**src/rtl/sac_pkg.sv**
```systemverilog
`timescale 1ns / 1ps

package sac_pkg;

    // field widths
    localparam int OP_W       = 3;
    localparam int SEQ_W      = 8;
    localparam int STATUS_W   = 2;
    localparam int PHASE_W    = 2;
    localparam int ACK_WAIT_W = 16;
    localparam int TICK_SHIFT = 4;
    localparam int WAIT_W     = ACK_WAIT_W - TICK_SHIFT;

    // ack wait after reset, in microseconds
    localparam logic [ACK_WAIT_W-1:0] ACK_WAIT_RESET = ACK_WAIT_W'(864);

    // event codes
    localparam logic [OP_W-1:0] OP_SEND        = OP_W'(0);
    localparam logic [OP_W-1:0] OP_SEND_DONE   = OP_W'(1);
    localparam logic [OP_W-1:0] OP_TICK        = OP_W'(2);
    localparam logic [OP_W-1:0] OP_RECEIVE     = OP_W'(3);
    localparam logic [OP_W-1:0] OP_LOWER_READY = OP_W'(4);

    // phase codes
    localparam logic [PHASE_W-1:0] PH_READY   = PHASE_W'(0);
    localparam logic [PHASE_W-1:0] PH_DATA    = PHASE_W'(1);
    localparam logic [PHASE_W-1:0] PH_WAIT    = PHASE_W'(2);
    localparam logic [PHASE_W-1:0] PH_ACKSEND = PHASE_W'(3);

    // send request answers
    localparam logic [STATUS_W-1:0] SEND_ACCEPTED = STATUS_W'(0);
    localparam logic [STATUS_W-1:0] SEND_BUSY     = STATUS_W'(1);
    localparam logic [STATUS_W-1:0] SEND_REFUSED  = STATUS_W'(2);

    // one input event
    typedef struct packed {
        logic [OP_W-1:0]  op;
        logic             lower_accepts;
        logic             lower_ok;
        logic             wants_ack;
        logic [SEQ_W-1:0] seq_num;
        logic             is_ack;
        logic             needs_reply;
    } sac_req_t;

    // one result
    typedef struct packed {
        logic [STATUS_W-1:0] send_status;
        logic                issue_ack;
        logic [SEQ_W-1:0]    ack_seq;
        logic                done_res;
        logic                done_failed;
        logic                was_acked;
        logic                pass_up;
        logic                dropped;
        logic                ready_up;
        logic [PHASE_W-1:0]  phase;
    } sac_rsp_t;

    // controller state
    typedef struct packed {
        logic [PHASE_W-1:0] phase;
        logic [SEQ_W-1:0]   tx_seq;
        logic               tx_wants_ack;
        logic [WAIT_W-1:0]  wait_count;
    } sac_state_t;

endpackage

```
**src/rtl/sac_core.sv**
```systemverilog
`timescale 1ns / 1ps

module sac_core (
    input  sac_pkg::sac_state_t                   state,
    input  sac_pkg::sac_req_t                     item,
    input  logic [sac_pkg::ACK_WAIT_W-1:0]        ack_wait,
    output sac_pkg::sac_state_t                   state_next,
    output sac_pkg::sac_rsp_t                     result
);

    import sac_pkg::*;

    // event decode and state update
    always_comb
    begin
        state_next = state;
        result     = '0;
        case (item.op)
            OP_SEND:
            begin
                if (state.phase != PH_READY)
                begin
                    result.send_status = SEND_BUSY;
                end
                else if (!item.lower_accepts)
                begin
                    result.send_status = SEND_REFUSED;
                end
                else
                begin
                    result.send_status      = SEND_ACCEPTED;
                    state_next.phase        = PH_DATA;
                    state_next.tx_seq       = item.seq_num;
                    state_next.tx_wants_ack = item.wants_ack;
                end
            end
            OP_SEND_DONE:
            begin
                if (state.phase == PH_ACKSEND)
                begin
                    state_next.phase = PH_READY;
                end
                else if (state.phase == PH_DATA)
                begin
                    if (item.lower_ok && state.tx_wants_ack)
                    begin
                        // countdown in 16 us ticks
                        state_next.wait_count = ack_wait[ACK_WAIT_W-1:TICK_SHIFT];
                        state_next.phase      = PH_WAIT;
                    end
                    else
                    begin
                        state_next.phase   = PH_READY;
                        result.done_res    = 1'b1;
                        result.done_failed = !item.lower_ok;
                    end
                end
            end
            OP_TICK:
            begin
                if (state.phase == PH_WAIT)
                begin
                    if (state.wait_count <= WAIT_W'(1))
                    begin
                        // ack wait timed out
                        state_next.wait_count = '0;
                        state_next.phase      = PH_READY;
                        result.done_res       = 1'b1;
                    end
                    else
                    begin
                        state_next.wait_count = state.wait_count - WAIT_W'(1);
                    end
                end
            end
            OP_RECEIVE:
            begin
                if (state.phase == PH_READY || state.phase == PH_WAIT)
                begin
                    if (item.is_ack)
                    begin
                        if (state.phase == PH_WAIT && item.seq_num == state.tx_seq)
                        begin
                            state_next.wait_count = '0;
                            state_next.phase      = PH_READY;
                            result.done_res       = 1'b1;
                            result.was_acked      = 1'b1;
                        end
                        else
                        begin
                            result.dropped = 1'b1;
                        end
                    end
                    else
                    begin
                        // reply with an ack when ready, a reply is needed and lower can take it
                        if (state.phase == PH_READY && item.needs_reply
                            && item.lower_accepts)
                        begin
                            state_next.phase = PH_ACKSEND;
                            result.issue_ack = 1'b1;
                            result.ack_seq   = item.seq_num;
                        end
                        result.pass_up = 1'b1;
                    end
                end
            end
            OP_LOWER_READY:
            begin
                result.ready_up = (state.phase == PH_READY);
            end
            default:
            begin
                state_next = state;
            end
        endcase
        result.phase = state_next.phase;
    end

endmodule

```
**src/rtl/software_ack_controller.sv**
```systemverilog
`timescale 1ns / 1ps

// Software ack controller for an 802.15.4 style link layer. Each event
// transaction on req yields exactly one result transaction on rsp. An event
// is captured in an input register, decoded against the controller state and
// written to a result register, whose output is valid on rsp; one event per
// cycle is sustained unless rsp_stall holds a full result register. The input
// register keeps taking an event while a finished result waits on rsp_stall;
// req_stall rises only when both registers are full. The ack wait (cfg_data,
// microseconds) is loaded as a countdown of ack_wait/16 ticks when a successful
// data send that asked for an ack completes; write it only while no transaction
// is in flight. Reset value of the ack wait is 864 us.
module software_ack_controller (
    input  logic                              clk,
    input  logic                              rst_n,
    input  logic                              req_valid,
    output logic                              req_stall,
    input  sac_pkg::sac_req_t                 req,
    output logic                              rsp_valid,
    input  logic                              rsp_stall,
    output sac_pkg::sac_rsp_t                 rsp,
    input  logic                              cfg_write,
    input  logic [sac_pkg::ACK_WAIT_W-1:0]    cfg_data
);

    import sac_pkg::*;

    logic                  req_valid_reg;
    sac_req_t              req_reg;
    logic                  rsp_valid_reg;
    sac_rsp_t              rsp_reg;
    sac_state_t            state_reg;
    sac_state_t            state_next;
    sac_rsp_t              rsp_next;
    logic [ACK_WAIT_W-1:0] ack_wait_reg;
    logic                  advance;
    logic                  req_take;

    // pipeline flow control
    assign advance   = req_valid_reg && (!rsp_valid_reg || !rsp_stall);
    assign req_stall = req_valid_reg && !advance;
    assign req_take  = req_valid && !req_stall;

    assign rsp_valid = rsp_valid_reg;
    assign rsp       = rsp_reg;

    // configuration register
    always_ff @(posedge clk or negedge rst_n)
    begin
        if (!rst_n)
        begin
            ack_wait_reg <= ACK_WAIT_RESET;
        end
        else if (cfg_write)
        begin
            ack_wait_reg <= cfg_data;
        end
    end

    // input register
    always_ff @(posedge clk or negedge rst_n)
    begin
        if (!rst_n)
        begin
            req_valid_reg <= 1'b0;
        end
        else if (req_take)
        begin
            req_valid_reg <= 1'b1;
        end
        else if (advance)
        begin
            req_valid_reg <= 1'b0;
        end
    end

    always_ff @(posedge clk)
    begin
        if (req_take)
        begin
            req_reg <= req;
        end
    end

    // event decode
    sac_core u_core (
        .state      (state_reg),
        .item       (req_reg),
        .ack_wait   (ack_wait_reg),
        .state_next (state_next),
        .result     (rsp_next)
    );

    // controller state
    always_ff @(posedge clk or negedge rst_n)
    begin
        if (!rst_n)
        begin
            state_reg <= '0;
        end
        else if (advance)
        begin
            state_reg <= state_next;
        end
    end

    // result register
    always_ff @(posedge clk or negedge rst_n)
    begin
        if (!rst_n)
        begin
            rsp_valid_reg <= 1'b0;
        end
        else if (advance)
        begin
            rsp_valid_reg <= 1'b1;
        end
        else if (!rsp_stall)
        begin
            rsp_valid_reg <= 1'b0;
        end
    end

    always_ff @(posedge clk)
    begin
        if (advance)
        begin
            rsp_reg <= rsp_next;
        end
    end

`ifndef ASSERT_OFF
    // waiting for an ack only happens for frames that asked for one
    assert property (@(posedge clk) disable iff (!rst_n)
        state_reg.phase == PH_WAIT |-> state_reg.tx_wants_ack)
    else $error("ack wait entered for a frame without ack request");

    // a reported completion leaves the controller ready
    assert property (@(posedge clk) disable iff (!rst_n)
        advance && rsp_next.done_res |=> state_reg.phase == PH_READY)
    else $error("completion reported but controller not ready");

    // the reported phase follows the state just written
    assert property (@(posedge clk) disable iff (!rst_n)
        advance |=> rsp_reg.phase == state_reg.phase)
    else $error("reported phase differs from controller state");

    // input side only stalls while holding an event that cannot move
    assert property (@(posedge clk) disable iff (!rst_n)
        req_stall |-> req_valid_reg && rsp_valid_reg && rsp_stall)
    else $error("input stalled without a blocked result");
`endif

endmodule
```
**config.mk**
```make
export PLATFORM = sky130hd
export DESIGN_NAME = software_ack_controller
export DESIGN_NICKNAME = d
export VERILOG_FILES = /design/src/rtl/sac_pkg.sv /design/src/rtl/sac_core.sv /design/src/rtl/software_ack_controller.sv
export SDC_FILE = /design/constraint.sdc
export NUM_CORES = 1
export LEC_CHECK = 0
export BUFFER_PORTS_ARGS = -buffer_cell sky130_fd_sc_hd__clkbuf_2
export CORE_AREA = 4 4 127 68
export CTS_BUF_LIST = sky130_fd_sc_hd__clkbuf_8
export CTS_CLUSTER_DIAMETER = 50
export DETAILED_ROUTE_END_ITERATION = 10
export DIE_AREA = 0 0 131 72
export PLACE_DENSITY = 0.68
export SYNTH_ARGS = -nofsm -noshare
export SYNTH_HDL_FRONTEND = slang
export SYNTH_HIERARCHICAL = 1
export SYNTH_SLANG_ARGS = --single-unit
```
**constraint.sdc**
```tcl
create_clock -name clk -period 2.4 [get_ports clk]
set_clock_uncertainty 0.05 [all_clocks]
set_input_delay 0.6 -clock clk [delete_from_list [all_inputs] [get_ports clk]]
set_output_delay 0.6 -clock clk [all_outputs]
set_load 0.1 [all_outputs]
```
==> Word-level counts from Yosys, hierarchy flattened <==
Cells that the tools add are included.
{ "totals": {"register_bits": 76, "in_bits": 37, "output_inout_bits": 21, "wordCells": 116} }
{ "classes": {"add_sub_neg": 1, "order_cmp": 1, "eq_ne": 16, "mux": 39, "bitwise": 7, "n_reduce_logical": 27} }
{ "op_table": {"columns": ["op", "n"], "rows": [
  ["$mux W12", 8],
  ["$pmux W12 S3", 1],
  ["$mux W2", 13],
  ["$mux W11", 2],
  ["$le A12 B1 Y1 const B", 1],
  ["$mux W1", 12],
  ["$ne A2 B1 Y1 const B", 6],
  ["$sub A12 B1 Y12 const B", 1],
  ["$mux W9", 1],
  ["$reduce_and A9 Y1", 1],
  ["$eq A8 B8 Y1", 1],
  ["$pmux W2 S4", 1],
  ["$reduce_or A4 Y1", 2],
  ["$logic_and A1 B1 Y1", 7],
  ["$not A1 Y1", 7],
  ["$eq A3 B2 Y1 const B", 2],
  ["$logic_not A1 Y1", 5],
  ["$eq A2 B2 Y1 const B", 2],
  ["$ne A2 B2 Y1 const B", 2],
  ["$reduce_and A4 Y1", 1],
  ["$reduce_bool A2 Y1", 2],
  ["$eq A3 B1 Y1 const B", 1],
  ["$eq A3 B3 Y1 const B", 1],
  ["$logic_not A3 Y1", 1],
  ["other kinds (9)", 10]
]} }

==> Depth between registers and ports, before layout <==
Gate-level depths: netlist (run 1).
{ "logic_depth": {"ltp_word": 8, "mapped_depth": 10, "mapped_depth_nobuf": 8} }

==> Cells and area by module <==
The synthesis (run 1) kept the hierarchy.
{ "by_module_without_submodules": {"columns": ["mod", "n_inst", "cells_per_inst", "area_per_inst_um2"], "rows": [
  ["software_ack_controller", 1, 125, 2605.0],
  ["sac_core", 1, 168, 1066.0]
]} }

==> Least setup slack after synthesis (run 1) <==
OpenSTA, ideal clock, no wires.
{ "synth_timing": {"path_kind": "flip-flop to output port", "startpoint": "reg rsp_valid_reg, in the netlist rsp_valid", "endpoint": "out req_stall", "arrival_ns": 1.827, "slack_ns": -0.077, "stages_incl_launch_ff": 3, "path_buffers": 0, "cell_sequence": "dfrtp_1 nand3_1 inv_1"} }
{ "synth_between": {"elab_chain_len": 5} }
{ "synth_rtl": {"columns": ["item", "line_no", "rtl"], "rows": [
  ["start, declared", "software_ack_controller.sv:30", "logic rsp_valid_reg;"],
  ["start signal, assigned", "software_ack_controller.sv:112", "rsp_valid_reg <= 1'b0;"],
  ["start signal, assigned", "software_ack_controller.sv:116", "rsp_valid_reg <= 1'b1;"],
  ["start signal, assigned", "software_ack_controller.sv:120", "rsp_valid_reg <= 1'b0;"],
  ["$logic_not A1 Y1", "software_ack_controller.sv:40", "assign advance = req_valid_reg && (!rsp_valid_reg || !rsp_stall);"],
  ["$logic_or A1 B1 Y1", "software_ack_controller.sv:40", null],
  ["$logic_and A1 B1 Y1", "software_ack_controller.sv:40", null],
  ["$logic_not A1 Y1", "software_ack_controller.sv:41", "assign req_stall = req_valid_reg && !advance;"],
  ["$logic_and A1 B1 Y1", "software_ack_controller.sv:41", null],
  ["end, declared", "software_ack_controller.sv:17", "output logic req_stall,"]
]} }
No other way between the ends.

==> Worst setup path in the final report (run 1) <==
{ "layout_timing": {"startpoint": "reg state_reg[21] (netlist name)", "endpoint": "reg state_reg[5] (netlist name)"} }
{ "layout_between": {"elab_chain_len": 4, "word_cells_on_any_way": 12, "cone_classes": "8 x eq/ne; 4 x reduce/logical"} }
{ "layout_rtl": {"columns": ["item", "line_no", "rtl"], "rows": [
  ["start, declared", "software_ack_controller.sv:32", "sac_state_t state_reg;"],
  ["start signal, assigned", "software_ack_controller.sv:103", "state_reg <= state_next;"],
  ["$eq A2 B2 Y1 / $logic_not A2 Y1 (equally long branches)", "sac_core.sv:61, sac_core.sv:78, sac_core.sv:82", null],
  ["$logic_or A1 B1 Y1 / $logic_and A1 B1 Y1 (equally long branches)", "sac_core.sv:78, sac_core.sv:82", null],
  ["$ne A2 B1 Y1 (no source line)", null, null],
  ["$reduce_and A9 Y1 (no source line) *", null, null]
]} }
Mark *: on every way between the ends. The rest lies on a longest branch, timed or not.
A chain may end at the register's enable or synchronous reset.

==> metrics, run 1 <==
run status=finished, final reports clean; slew of the pin with the lowest slew margin=0.552 ns; detailed-route wire length=7530 um; largest net degree at the start of global routing=43; number of global-route vias before repair=2205; global route overflow=0; ratio of total power to cell area=roughly 950 nW/um2; initial cell density of the core=0.459; part of the cycle the worst path needs=0.956; arrival time of data at the critical path endpoint=2.48 ns; number of nets produced by synthesis=approximately 320; total global-route track usage=0.167; critical path required time=2.58 ns; area grow syn2layout=19.7%; cell area after technology mapping=3530 um2; Die Y=72 um; Detail Route Antenna Nets=0; final setup violation count=0; count of yosys warnings during synthesis=6; via density per instance=5.33; DRC violations left=0; total leakage power=between 1.5 and 2 nW; number of antenna violations at the first check in global routing=0; Final Hold Fails=0; share of cells above drive strength 1=0.404; path type of the worst setup path=flop to flop; post-synthesis cell count=between 200 and 300; max capacitance violation total=0; final critical path time including I/O delays and setup=2.29 ns; worst-skew pair later-pin latency=0.35 ns; clock tree from TritonCTS=yes; critical path capture point type=flop; type of the worst min-delay path=primary input to asynchronous set/reset pin; cell at the root of the clock tree=sky130_fd_sc_hd__clkbuf_8; final slew viol count=0; post-DR wirelength/cell=16.5 um; length of the first detailed-routing pass in iterations=4; total vias in the final route=2429; Max rail drop VDD=0.000480 V; Max Clk Rate=436 MHz; NumNets Final=390; area of the core=7680 um2; half-perimeter wire length after placement=5530 um; number of flip-flops in the largest register=23; drt initial violations=156; clock slew at the register clock pins of the worst setup and hold paths=0.07 ns; final estimated routing congestion in global placement=0.891; Diodes inserted=0; clock buffer count from CTS=9; number of rows in the core area=23; worst slew slack as a fraction of its limit=0.633; Startpoint Class=flop; Die Area=9430 um2; Avg Synthesized Cell Area=12.4 um2; total negative slack=0 ns; Horiz. Die Dim=131 um; H-tree levels=3; I/O pin total=58; number of sinks driven by the clock tree=72; first-pass GRT wire length=approximately 12000 um; maximum clock insertion buffer count=2; Port Buffer Count=53; utilization of the core after routing=0.549; highest fanout seen on the critical path=9
[cell type report]
class	count	area [um2]
fillers	663	3460
flip-flops and latches	72	1990
multi-input cells	192	1440
repair buffers	68	393
clock buffers	10	138
well taps	100	125
clock inverters	6	106
inverters	8	30.0
[report_power, final]
part / total, mW / internal (mW) / switching, mW / leakage, nW
Clock: 1.17 / 0.713 / 0.453 / 0.120
Sequential: 1.71 / 1.51 / 0.200 / 0.797
Combinational: 1.11 / 0.468 / 0.647 / 0.856
[per-layer routing]
layer,share of wire,routed length [um],vias up,GRT usage
met5,0,0,-,0
met4,0.0070,53,0,0.0376
met3,0.079,598,5,0.0654
met2,0.39,2960,80,0.213
met1,0.52,3910,1161,0.263
li1,-,-,1183,-
[cells in the final DEF (no fill, tap or decap), types with 3 or more instances in the layout]
cell,instances
sky130_fd_sc_hd__nand3_1,12
sky130_fd_sc_hd__xnor2_1,8
sky130_fd_sc_hd__mux2_2,44
sky130_fd_sc_hd__a21oi_1,5
sky130_fd_sc_hd__nand2_1,22
sky130_fd_sc_hd__dfrtp_2,3
sky130_fd_sc_hd__a32oi_1,3
sky130_fd_sc_hd__nand4_1,4
sky130_fd_sc_hd__edfxtp_1,35
sky130_fd_sc_hd__dfrtp_1,30
sky130_fd_sc_hd__clkbuf_2,52
sky130_fd_sc_hd__inv_1,8
sky130_fd_sc_hd__nor3_1,8
sky130_fd_sc_hd__and2_1,10
sky130_fd_sc_hd__buf_4,15
sky130_fd_sc_hd__nand2b_1,4
sky130_fd_sc_hd__dfstp_2,4
sky130_fd_sc_hd__bufinv_16,3
sky130_fd_sc_hd__o21ai_0,6
sky130_fd_sc_hd__or3_1,4
sky130_fd_sc_hd__nor2_1,16
sky130_fd_sc_hd__o211ai_1,5
sky130_fd_sc_hd__clkbuf_8,10
[critical path: stages (launching register included)]
cell and delay [ns]:
sky130_fd_sc_hd__dfrtp_2 0.45, sky130_fd_sc_hd__and2b_1 0.26, sky130_fd_sc_hd__nand4_1 0.21, sky130_fd_sc_hd__nor4_4 0.45, sky130_fd_sc_hd__o21ai_4 0.16, sky130_fd_sc_hd__a221o_1 0.33, sky130_fd_sc_hd__mux2_2 0.27
[metrics by stage]
| step | setup WS (ns) | area, um2 | hold slack, ns | power (mW) | std cells |
|---|---|---|---|---|---|
| detailed placement | 0.150 | 3950 | 0.443 | 2.83 | 439 |
| global route | -0.000723 | 4220 | 0.270 | 4.19 | 456 |
| finish | 0.105 | 4220 | 0.245 | 3.99 | 456 |
| global placement | 0.171 | 3950 | 0.421 | 2.79 | 439 |
| floorplan | 0.250 | 3530 | 0.254 | 2.55 | 285 |
| CTS | 0.139 | 4200 | 0.253 | 4.00 | 455 |
[worst paths after layout]
check                                  from                to  slack (ns)  cells after the start
setup / recovery              state_reg[21]      state_reg[5]        0.11                      6
hold / removal                        rst_n  ack_wait_reg[14]        0.24                      2
setup reg to reg              state_reg[21]      state_reg[5]        0.11                      6
hold reg to reg            ack_wait_reg[15]  ack_wait_reg[15]        0.47                      1
max in group asynchronous             rst_n         rsp_valid        1.68                      2
min in group clk                     req[5]        req_reg[5]        0.37                      1
[repair_timing]
item	in CTS	in global routing
gates resized for setup	0	5
setup buffers	0	1
endpoints found under the setup margin	0	3
hold buffers	0	0
No activity file was read; power rests on OpenSTA's default activity.
==> run 2, diff against run 1 <==
--- a/config.mk
+++ b/config.mk
@@ -6,12 +6,12 @@
 export NUM_CORES = 1
 export LEC_CHECK = 0
 export BUFFER_PORTS_ARGS = -buffer_cell sky130_fd_sc_hd__clkbuf_2
-export CORE_AREA = 4 4 127 68
+export CORE_AREA = 4 4 159 84
 export CTS_BUF_LIST = sky130_fd_sc_hd__clkbuf_8
 export CTS_CLUSTER_DIAMETER = 50
 export DETAILED_ROUTE_END_ITERATION = 10
-export DIE_AREA = 0 0 131 72
-export PLACE_DENSITY = 0.68
+export DIE_AREA = 0 0 163 88
+export PLACE_DENSITY = 0.47
 export SYNTH_ARGS = -nofsm -noshare
 export SYNTH_HDL_FRONTEND = slang
 export SYNTH_HIERARCHICAL = 1
==> metrics, run 2 (same netlist as run 1, synthesis figures left out) <==
Startpoint Class=flop; final setup violation count=0 (unchanged); total negative slack=0 ns (unchanged); detailed-route wire length=7770 um (+3.2%); global route overflow=0 (unchanged); Max Clk Rate=446 MHz (+2.2%); final critical path time including I/O delays and setup=2.24 ns (-0.0500 ns); first-pass GRT wire length=12900 um (+9.5%); fillers=1182 (+78%); hold buffers post-CTS=0 (unchanged); Detail Route Antenna Nets=0 (unchanged); final slew viol count=0 (unchanged); worst slew slack as a fraction of its limit=0.627 (-0.00638); number of flip-flops in the largest register=23 (unchanged); arrival time of data at the critical path endpoint=2.43 ns (-0.05 ns); number of rows in the core area=28 (+22%); Max stage delay cell, worst path=sky130_fd_sc_hd__dfrtp_1; total leakage power=1.76 nW (-0.88%); area of the core=11800 um2 (+53%); ratio of total power to cell area=921 nW/um2 (-2.7%); Diodes inserted=0 (unchanged); critical path required time=2.59 ns (about the same); largest net degree at the start of global routing=43 (unchanged); number of global-route vias before repair=2540 (+15%); Port Buffer Count=53 (unchanged); worst-skew pair later-pin latency=0.35 ns (about the same); clock slew at the register clock pins of the worst setup and hold paths=0.08 ns (about the same); series of cell instances along the critical path=nor4_1 > o211ai_1 > o21ai_1 > buf_4 > nor2_1 > o21ai_0 > o211ai_1 > mux2_2; slew of the pin with the lowest slew margin=0.560 ns (+0.00722 ns); number of antenna violations at the first check in global routing=0 (unchanged); Die Y=88 um (+22%); max capacitance violation total=0 (unchanged); setup repair after global routing missed its margin=no; area grow syn2layout=20.6%; via density per instance=4.69 (-12%); maximum clock insertion buffer count=2 (unchanged); most common library cell in the layout ignoring fill and taps=sky130_fd_sc_hd__clkbuf_2; Final Hold Fails=0 (unchanged); length of the first detailed-routing pass in iterations=4 (unchanged); Max rail drop VDD=0.000266 V (-45%); CTS-repair resized insts=0 (unchanged); Horiz. Die Dim=163 um (+24%); most numerous cell on the critical path=sky130_fd_sc_hd__o211ai_1; minimum hold slack=0.181 ns (-0.0638 ns); I/O pin total=58 (unchanged); Die Area=14300 um2 (+52%); half-perimeter wire length after placement=5480 um (-0.84%); critical path capture point type=flop; post-DR wirelength/cell=15.0 um (-9.2%); clock tree from TritonCTS=yes; part of the cycle the worst path needs=0.935 (-0.0208); number of sinks driven by the clock tree=72 (unchanged); Setup Fix Bufs, Post-CTS=0 (unchanged); total vias in the final route=2431 (+0.082%); drt initial violations=205 (+31%); run status=finished, final reports clean; cell at the root of the clock tree=sky130_fd_sc_hd__clkbuf_8; final estimated routing congestion in global placement=0.852 (-4.3%); type of the worst min-delay path=primary input to asynchronous set/reset pin; delay of the slowest cell on the worst path=0.45 ns (about the same); path type of the worst setup path=flop to flop; NumNets Final=387 (-0.77%); share of cells above drive strength 1=0.388 (-0.0164); DRC violations left=0 (unchanged); most frequent cells in the layout=sky130_fd_sc_hd__clkbuf_2, sky130_fd_sc_hd__mux2_2, sky130_fd_sc_hd__edfxtp_1, sky130_fd_sc_hd__dfrtp_1, sky130_fd_sc_hd__nand2_1; clock buffer count from CTS=9 (unchanged); initial cell density of the core=0.300 (-0.159); total global-route track usage=0.117 (-0.0503); H-tree levels=3 (unchanged); highest fanout seen on the critical path=7 (-2)
-- run 2: cell count changes in the layout (fill, tap and decap cells not counted), sizes merged --
cell    previous run  this run
buf               16        13
inv                8         9
clkbuf            62        61
-- run 2: power breakdown --
| group | switching, mW | internal (mW) | leakage (nW) |
|---|---|---|---|
| registers | 0.193 | 1.51 | 0.800 |
| clock network | 0.459 | 0.683 | 0.120 |
| logic | 0.629 | 0.442 | 0.837 |
-- run 2: path summary, 6_finish.rpt --
kind	to	depth (start not counted)	from	slack, ns
max in group asynchronous	state_reg[20]	2	rst_n	1.47
hold reg to reg	rsp_valid	1	req_valid_reg	0.45
setup / recovery	state_reg[8]	8	state_reg[6]	0.16
min in group clk	req_reg[2]	1	req[2]	0.37
setup reg to reg	state_reg[8]	8	state_reg[6]	0.16
hold / removal	ack_wait_reg[11]	1	rst_n	0.18
-- run 2: layout make-up --
cell class              count  area (um2)  share of cell area
clock buffers               9         124              0.0291
clock inverters             7         111              0.0262
inverters                   8        30.0             0.00706
multi-input cells         192        1430               0.336
flip-flops and latches     72        1980               0.466
well taps                 165         206              0.0485
repair buffers             65         370              0.0871
-- run 2: through the flow --
step	total power, mW	utilization	area, um2	setup WS [ns]	std cells
final	3.92	0.361	4250	0.155	518
after global routing	4.16	0.361	4250	0.00784	518
after CTS	3.96	0.361	4250	0.188	518
after detailed placement	2.80	0.341	4020	0.206	502
after global placement	2.77	0.341	4020	0.252	502
after floorplan	2.55	-	3530	0.250	285
-- run 2: per-layer routing --
layer,routed length [um],track usage,up-vias
li1,-,-,1170
met1,3660,0.147,1206
met2,3630,0.192,43
met3,360,0.0395,12
met4,114,0.0388,0
met5,0,0,-
-- run 2: critical path: cells and delay by family, from the launching register on --
family | cells | cell delay (ns)
AOI/OAI and AO/OA | 4 | 0.76
and+or+nand+nor | 2 | 0.39
DFF | 1 | 0.45
buffers and inverters | 1 | 0.22
muxes | 1 | 0.27
==> run 3, diff against run 2 <==
--- a/config.mk
+++ b/config.mk
@@ -6,12 +6,12 @@
 export NUM_CORES = 1
 export LEC_CHECK = 0
 export BUFFER_PORTS_ARGS = -buffer_cell sky130_fd_sc_hd__clkbuf_2
-export CORE_AREA = 4 4 159 84
+export CORE_AREA = 4 4 127 105
 export CTS_BUF_LIST = sky130_fd_sc_hd__clkbuf_8
 export CTS_CLUSTER_DIAMETER = 50
 export DETAILED_ROUTE_END_ITERATION = 10
-export DIE_AREA = 0 0 163 88
-export PLACE_DENSITY = 0.47
+export DIE_AREA = 0 0 131 109
+export PLACE_DENSITY = 0.46
 export SYNTH_ARGS = -nofsm -noshare
 export SYNTH_HDL_FRONTEND = slang
 export SYNTH_HIERARCHICAL = 1
==> metrics, run 3 (same netlist as run 1, synthesis figures left out) <==
Setup Fix Bufs, Post-CTS=0 (unchanged); Startpoint Class=flop; final estimated routing congestion in global placement=0.772 (-9.4%); post-DR wirelength/cell=15.2 um (+1.6%); clock buffer count from CTS=9 (unchanged); largest net degree at the start of global routing=43 (unchanged); setup repair after global routing missed its margin=no; area of the core=12000 um2 (+2.2%); global route overflow=0 (unchanged); critical path capture point type=flop; hold buffers post-CTS=0 (unchanged); length of the first detailed-routing pass in iterations=4 (unchanged); detailed-route wire length=7790 um (+0.22%); NumNets Final=393 (+1.6%); maximum clock insertion buffer count=2 (unchanged); GRT met1 Usage=0.171 (+0.0242); number of rows in the core area=36 (+29%); initial cell density of the core=0.293 (-0.00636); fillers=1202 (+1.7%); I/O pin total=58 (unchanged); most common library cell in the layout ignoring fill and taps=sky130_fd_sc_hd__clkbuf_2; minimum hold slack=0.257 ns (+0.0761 ns); Die Y=109 um (+24%); share of cells above drive strength 1=0.390 (+0.00187); total leakage power=1.75 nW (-0.31%); critical path required time=2.64 ns (+0.05 ns); total global-route track usage=0.117 (+0.000309); max capacitance violation total=0 (unchanged); number of global-route vias before repair=2343 (-7.8%); final critical path time including I/O delays and setup=2.19 ns (-0.0555 ns); drt initial violations=142 (-31%); met2 capacity usage during global routing=0.164 (-0.0287); worst-skew pair later-pin latency=0.35 ns (about the same); DRC violations left=0 (unchanged); clock tree from TritonCTS=yes; total vias in the final route=2433 (+0.082%); ratio of total power to cell area=857 nW/um2 (-6.9%); CTS-repair resized insts=0 (unchanged); Die Area=14300 um2 (-0.45%); Final Hold Fails=0 (unchanged); utilization of the core after routing=0.350 (-0.0116); number of flip-flops in the largest register=23 (unchanged); path type of the worst setup path=flop to flop; busiest layer in global routing=met1; slew of the pin with the lowest slew margin=0.744 ns (+0.185 ns); type of the worst min-delay path=primary input to asynchronous set/reset pin; part of the cycle the worst path needs=0.912 (-0.0231); final slew viol count=0 (unchanged); H-tree levels=3 (unchanged); run status=finished, final reports clean; cell at the root of the clock tree=sky130_fd_sc_hd__clkbuf_8; most frequent cells in the layout=sky130_fd_sc_hd__clkbuf_2, sky130_fd_sc_hd__mux2_2, sky130_fd_sc_hd__edfxtp_1, sky130_fd_sc_hd__dfrtp_1, sky130_fd_sc_hd__nand2_1; Max Clk Rate=457 MHz (+2.5%); worst slew slack as a fraction of its limit=0.504 (-0.123); met3 Resource Use GR=0.0333 (-0.00619); area grow syn2layout=19.3%; number of sinks driven by the clock tree=72 (unchanged); Port Buffer Count=53 (unchanged); clock slew at the register clock pins of the worst setup and hold paths=0.07 ns (about the same); highest fanout seen on the critical path=7 (unchanged); via density per instance=4.76 (+1.5%); first-pass GRT wire length=12600 um (-2.8%); Detail Route Antenna Nets=0 (unchanged); number of antenna violations at the first check in global routing=0 (unchanged); half-perimeter wire length after placement=5570 um (+1.6%); arrival time of data at the critical path endpoint=2.43 ns (about the same); Max rail drop VDD=0.000286 V (+7.5%); final setup violation count=0 (unchanged); Diodes inserted=0 (unchanged); total negative slack=0 ns (unchanged); Horiz. Die Dim=131 um (-20%)
## run 3: per-layer routing
layer  vias up  share of wire
met5         -              0
met4         0          0.014
met3        11          0.048
met2        56           0.44
met1      1178           0.50
li1       1188              -
## run 3: through the flow
stage | cells | setup WS (ns) | area, um2 | power, mW
global placement | 495 | 0.232 | 4050 | 2.82
detailed placement | 495 | 0.199 | 4050 | 2.84
global route | 511 | 0.0148 | 4210 | 3.84
CTS | 511 | 0.193 | 4210 | 3.67
floorplan | 285 | 0.250 | 3530 | 2.55
finish | 511 | 0.211 | 4210 | 3.61
## run 3: final timing paths
| check | start | end | slack [ns] | depth (start not counted) |
|---|---|---|---|---|
| max | state_reg[0] | state_reg[11] | 0.21 | 8 |
| min | rst_n | ack_wait_reg[15] | 0.26 | 1 |
| max reg2reg | state_reg[0] | state_reg[11] | 0.21 | 8 |
| min reg2reg | req_valid_reg | rsp_valid | 0.45 | 1 |
| max in group asynchronous | rst_n | state_reg[15] | 1.46 | 2 |
| min in group clk | req[3] | req_reg[3] | 0.37 | 1 |
## run 3: power breakdown
part | internal, mW | leakage [nW] | switching, mW
Combinational | 0.470 | 0.866 | 0.648
Clock | 0.358 | 0.0865 | 0.436
Sequential | 1.51 | 0.800 | 0.182
## run 3: area by class of cell
type	count	area (um2)	area share
Tap cell	152	190	0.0452
Multi-Input combinational cell	192	1430	0.339
Sequential cell	72	1980	0.472
Clock inverter	7	35.0	0.00833
Timing Repair Buffer	71	415	0.0988
Clock buffer	9	124	0.0295
Inverter	8	30.0	0.00714
## run 3: worst max-delay path, cell delays in order, from the launching register on
cell and delay, ns:
sky130_fd_sc_hd__dfrtp_1 0.43, sky130_fd_sc_hd__inv_1 0.08, sky130_fd_sc_hd__ha_1 0.28, sky130_fd_sc_hd__o211ai_1 0.36, sky130_fd_sc_hd__o21ai_1 0.17, sky130_fd_sc_hd__buf_4 0.20, sky130_fd_sc_hd__or3_1 0.34, sky130_fd_sc_hd__nand4_1 0.09
sky130_fd_sc_hd__mux2_2 0.14
